**src/rtl/core/vrps_div.sv**
```systemverilog
// Pipelined restoring divider, one quotient bit per stage.
`default_nettype none

module vrps_div #(
	parameter int DEN_W = 18,
	parameter int Q_W   = 12
) (
	input  wire logic                   clk,
	input  wire logic [Q_W-1:0]         ce,
	input  wire logic [DEN_W+Q_W-1:0]   num,
	input  wire logic [DEN_W-1:0]       den,
	output      logic [Q_W-1:0]         quo
);

	logic [DEN_W-1:0] rem_q [Q_W];
	logic [Q_W-1:0]   low_q [Q_W];
	logic [Q_W-1:0]   quo_q [Q_W];
	logic [DEN_W-1:0] den_q [Q_W];

	for (genvar j = 0; j < Q_W; j++) begin : g_stage
		logic [DEN_W-1:0] rem_in;
		logic [Q_W-1:0]   low_in;
		logic [Q_W-1:0]   quo_in;
		logic [DEN_W-1:0] den_in;
		logic [DEN_W:0]   trial;
		logic             ge;
		logic [DEN_W-1:0] rem_nx;
		logic [Q_W-1:0]   quo_nx;

		if (j == 0) begin : g_first
			assign rem_in = num[DEN_W+Q_W-1:Q_W];
			assign low_in = num[Q_W-1:0];
			assign quo_in = '0;
			assign den_in = den;
		end else begin : g_next
			assign rem_in = rem_q[j-1];
			assign low_in = low_q[j-1];
			assign quo_in = quo_q[j-1];
			assign den_in = den_q[j-1];
		end

		// shift in the next numerator bit, subtract where it fits
		always_comb begin
			trial  = {rem_in, low_in[Q_W-1-j]};
			ge     = (trial >= {1'b0, den_in});
			rem_nx = ge ? DEN_W'(trial - {1'b0, den_in}) : trial[DEN_W-1:0];
			quo_nx = quo_in;
			quo_nx[Q_W-1-j] = ge;
		end

		always_ff @(posedge clk) begin
			if (ce[j]) begin
				rem_q[j] <= rem_nx;
				low_q[j] <= low_in;
				quo_q[j] <= quo_nx;
				den_q[j] <= den_in;
			end
		end
	end

	assign quo = quo_q[Q_W-1];

endmodule

`default_nettype wire

```
**config.mk**
```make
export PLATFORM = sky130hd
export DESIGN_NAME = vrps_div
export DESIGN_NICKNAME = d
export VERILOG_FILES = /design/src/rtl/core/vrps_div.sv
export SDC_FILE = /design/constraint.sdc
export NUM_CORES = 1
export LEC_CHECK = 0
export ABC_AREA = 1
export BUFFER_PORTS_ARGS = -buffer_cell sky130_fd_sc_hd__buf_2
export CORE_ASPECT_RATIO = 1.75
export CORE_UTILIZATION = 45
export DETAILED_ROUTE_END_ITERATION = 12
export GPL_ROUTABILITY_DRIVEN = 0
export HOLD_SLACK_MARGIN = 0.05
export PLACE_DENSITY = 0.61
export SYNTH_ARGS = -nofsm -noshare
export SYNTH_HDL_FRONTEND = slang
export SYNTH_SLANG_ARGS = --single-unit
export TNS_END_PERCENT = 20
```
**constraint.sdc**
```tcl
create_clock -name clk -period 3.01 [get_ports clk]
set_clock_uncertainty 0.2 [all_clocks]
set_input_delay 0.1505 -clock clk [delete_from_list [all_inputs] [get_ports clk]]
set_output_delay 0.1505 -clock clk [all_outputs]
set_load 0.02 [all_outputs]
```
==> flow_summary.ini <==
[grt]
grt_pass1_vias = 28370
met3_usage_pct = 5.40
antenna_found_initial = 3
grt_usage_pct = 27.7
grt_util_met1_pct = 15.7
grt_overflow_total = 0
grt.met2_usage_pct = 56.4
grt_max_degree = 49
grt_pass1_wl_mm = 150
grt_busiest_layer = met2

[job]
maxCapViolations = 0

[finish]
final_area_um2 = 37000
layout.area.seq_um2 = 16200
multi_input_area_um2 = 14200
drive_gt1_share_pct = 9.55
final_cell_mix = nand2_1 (1239), inv_1 (594), edfxtp_1 (540)
nFillCells = 7079
area_delta_synth_final_pct = 12.0
final_common_cell = nand2_1
nNetsFinal = 4285
final_util_pct = 50.8

[floorplan]
die-area_um2 = 74500
start_util_pct = 45.3
core_area_um2 = 72800
io_pins = 73
std_cell_rows = 131
fp.dieW_um = 207
die_height_um = 360

[yosys]
syn_nets = 4081
synthMuxAreaShare_pct = 0
synth.distinct_cells = 38
ys_ff_latch = 540
yosys.area_share.adder_pct = 8.86
yosys.area_share.simple_pct = 28.1
ys_warn_count = 0
ys.flop_type = edfxtp_1
seq_area_frac_synth_pct = 49.1
synth_compound_area_share_pct = 3.67
synth_area_per_cell_um2 = 8.70
synth_cells = 3793
synth-edff-count = 540
synth_xor_area_share_pct = 2.34
yosys-top-cells-area = edfxtp_1 (49%), nand2_1 (14%), ha_1 (8.2%)
yosysTopAreaCell = edfxtp_1
async_flop_share_pct = 0
synth_top_family_by_area = simple AND/OR/NAND/NOR gates
synth_area_um2 = 33000
yosysTopAreaCellShare_pct = 49.1

[placed_design]
dp_slack_ps = 119
hpwl_mm = 81.8
dpl_cell_area_um2 = 34600
io_buffers = 72

[route]
vias = 26407
wl_per_cell_um = 20.3
drt.antenna.violating_nets = 0
via_per_inst = 5.32
drtIter0Drc = 1084
route.detailed.drc = 2
drt-total-wl_mm = 101
dr.pass1.iters = 11

[sta]
min_period_over_period_pct = 96.3
min_period_ps = 2900
fin_setup_tns_ps = 0
finalHoldViolCount = 0
fin_ws_ps = 111
fmax_ghz = 0.345
tightest_slew_ps = 1140
finalSetupViolations = 0
finalMaxSlewViolations = 0
relSlewSlack_pct = 24.2
rsz0062_at_grt = false

[clocking]
clock-sinks = 540
path_clk_slew_ps = 60
ctsRootBufferMaster = clkbuf_16
htree_levels = 2
cts_buffers = 51
cts_tree = yes
cts_max_path_buffers = 3
clk_latency_ps = 640

[worst_setup_path]
end_kind = flop
cp-start-kind = input port
crit_type = in -> reg
crit_path_frequent_cell = nand2_1
crit_chain = dlygate4sd3_1 -> buf_2 -> ha_1 -> buf_4 -> nand2_1 -> nor2_1 -> nand2_1 -> nor2_1 -> nand2_1 -> nand4_1 -> buf_4 -> nand2_1 -> nand2_1 -> dlygate4sd3_1
crit_fanout = 15
critPathSlowestCell = dlygate4sd3_1
crit_arrival_ps = 3200
worstPathRequired_ps = 3310
cp_slowest_stage_delay_ps = 590

[power_and_ir_drop]
p_per_area_nw_per_um2 = 950
total_power_mw = 35.1
power_leakage_nw = 17.5
vdd_ir_drop_max_v = 0.000458

[status]
violations = design-rule violations
status = finished with violations

[min_path]
hold_path.class = in -> reg
[state kept, by name, summed over array words and instances (netlist names)]
register  count
low_q        66
den_q       198
quo_q        78
rem_q       198
[worst max-delay path: cells and delay by family]
kind / cells / cell delay [ps]
buffers and inverters: 5 / 1760
adders and majority gates: 1 / 360
and+or+nand+nor: 8 / 930
[cells in the mapped netlist (4+ instances only)]
cell type,count
or2_2,20
nand4_1,28
buf_2,19
nand2_2,40
nand2_1,1239
nor3_1,39
o21ai_2,37
clkinv_1,5
nand2_4,7
nand3_2,19
ha_1,216
buf_6,9
nand3_1,306
inv_1,594
o21bai_1,11
nor2_2,23
a21oi_2,18
inv_2,8
nand4_4,4
a21oi_1,96
nor2_1,273
and2_1,9
edfxtp_1,540
nand3b_1,88
xor2_1,83
o21ai_0,26
buf_12,5
fa_1,11
xnor2_1,5
[where the power goes]
group / internal [mW] / switching (mW)
Clock: 3.71 / 2.94
Combinational: 5.56 / 11.3
Sequential: 10.7 / 0.945
Total: 20.0 / 15.2
[metrics by stage]
step           hold WS, ps  instances
4_1_cts               51.3       4962
6_report              69.8       4966
3_5_place_dp           130       4806
5_1_grt               59.8       4965
3_3_place_gp           130       4806
2_1_floorplan         49.4       3793
[routing by layer]
layer  vias up  share of wire [%]
met1     12120                 23
met4         2                 15
met2       857                 58
met5         -              0.011
met3       657                3.9
li1      12771                  -
[cells by family (layout without fill, tap and decap cells)]
| family | Yosys count | after routing |
|---|---|---|
| other cells | 0 | 2 |
| flops | 540 | 540 |
| compound gates | 191 | 191 |
| buf+inv | 643 | 883 |
| xor+xnor | 88 | 88 |
| simple gates | 2104 | 2104 |
| fa+ha+maj | 227 | 227 |
[final timing paths]
kind	start	end	slack [ps]	cells after the start
min	ce[4]	quo_q[4][9]$_DFFE_PP_	70	1
min reg2reg	low_q[5][1]$_DFFE_PP_	low_q[6][1]$_DFFE_PP_	200	0
max reg2reg	rem_q[0][1]$_DFFE_PP_	rem_q[1][16]$_DFFE_PP_	110	10
max	num[13]	rem_q[0][1]$_DFFE_PP_	110	14
[final cells by class]
type,instances,area share [%]
clock buffers,57,3.51
diodes,2,0.0135
clock inverters,32,1.01
multi-input cells,2610,38.4
well taps,931,3.15
flip-flops and latches,540,43.9
inverters,607,6.16
repair buffers,187,3.84
[timing repair]
item / 4_1_cts / 5_1_grt
setup endpoints to repair: 0 / 38
hold endpoints to repair: 196 / 1
gates resized for setup: 0 / 9
hold buffers: 67 / 1
buffers inserted: 0 / 1
Power figures use the tool's default switching activity.
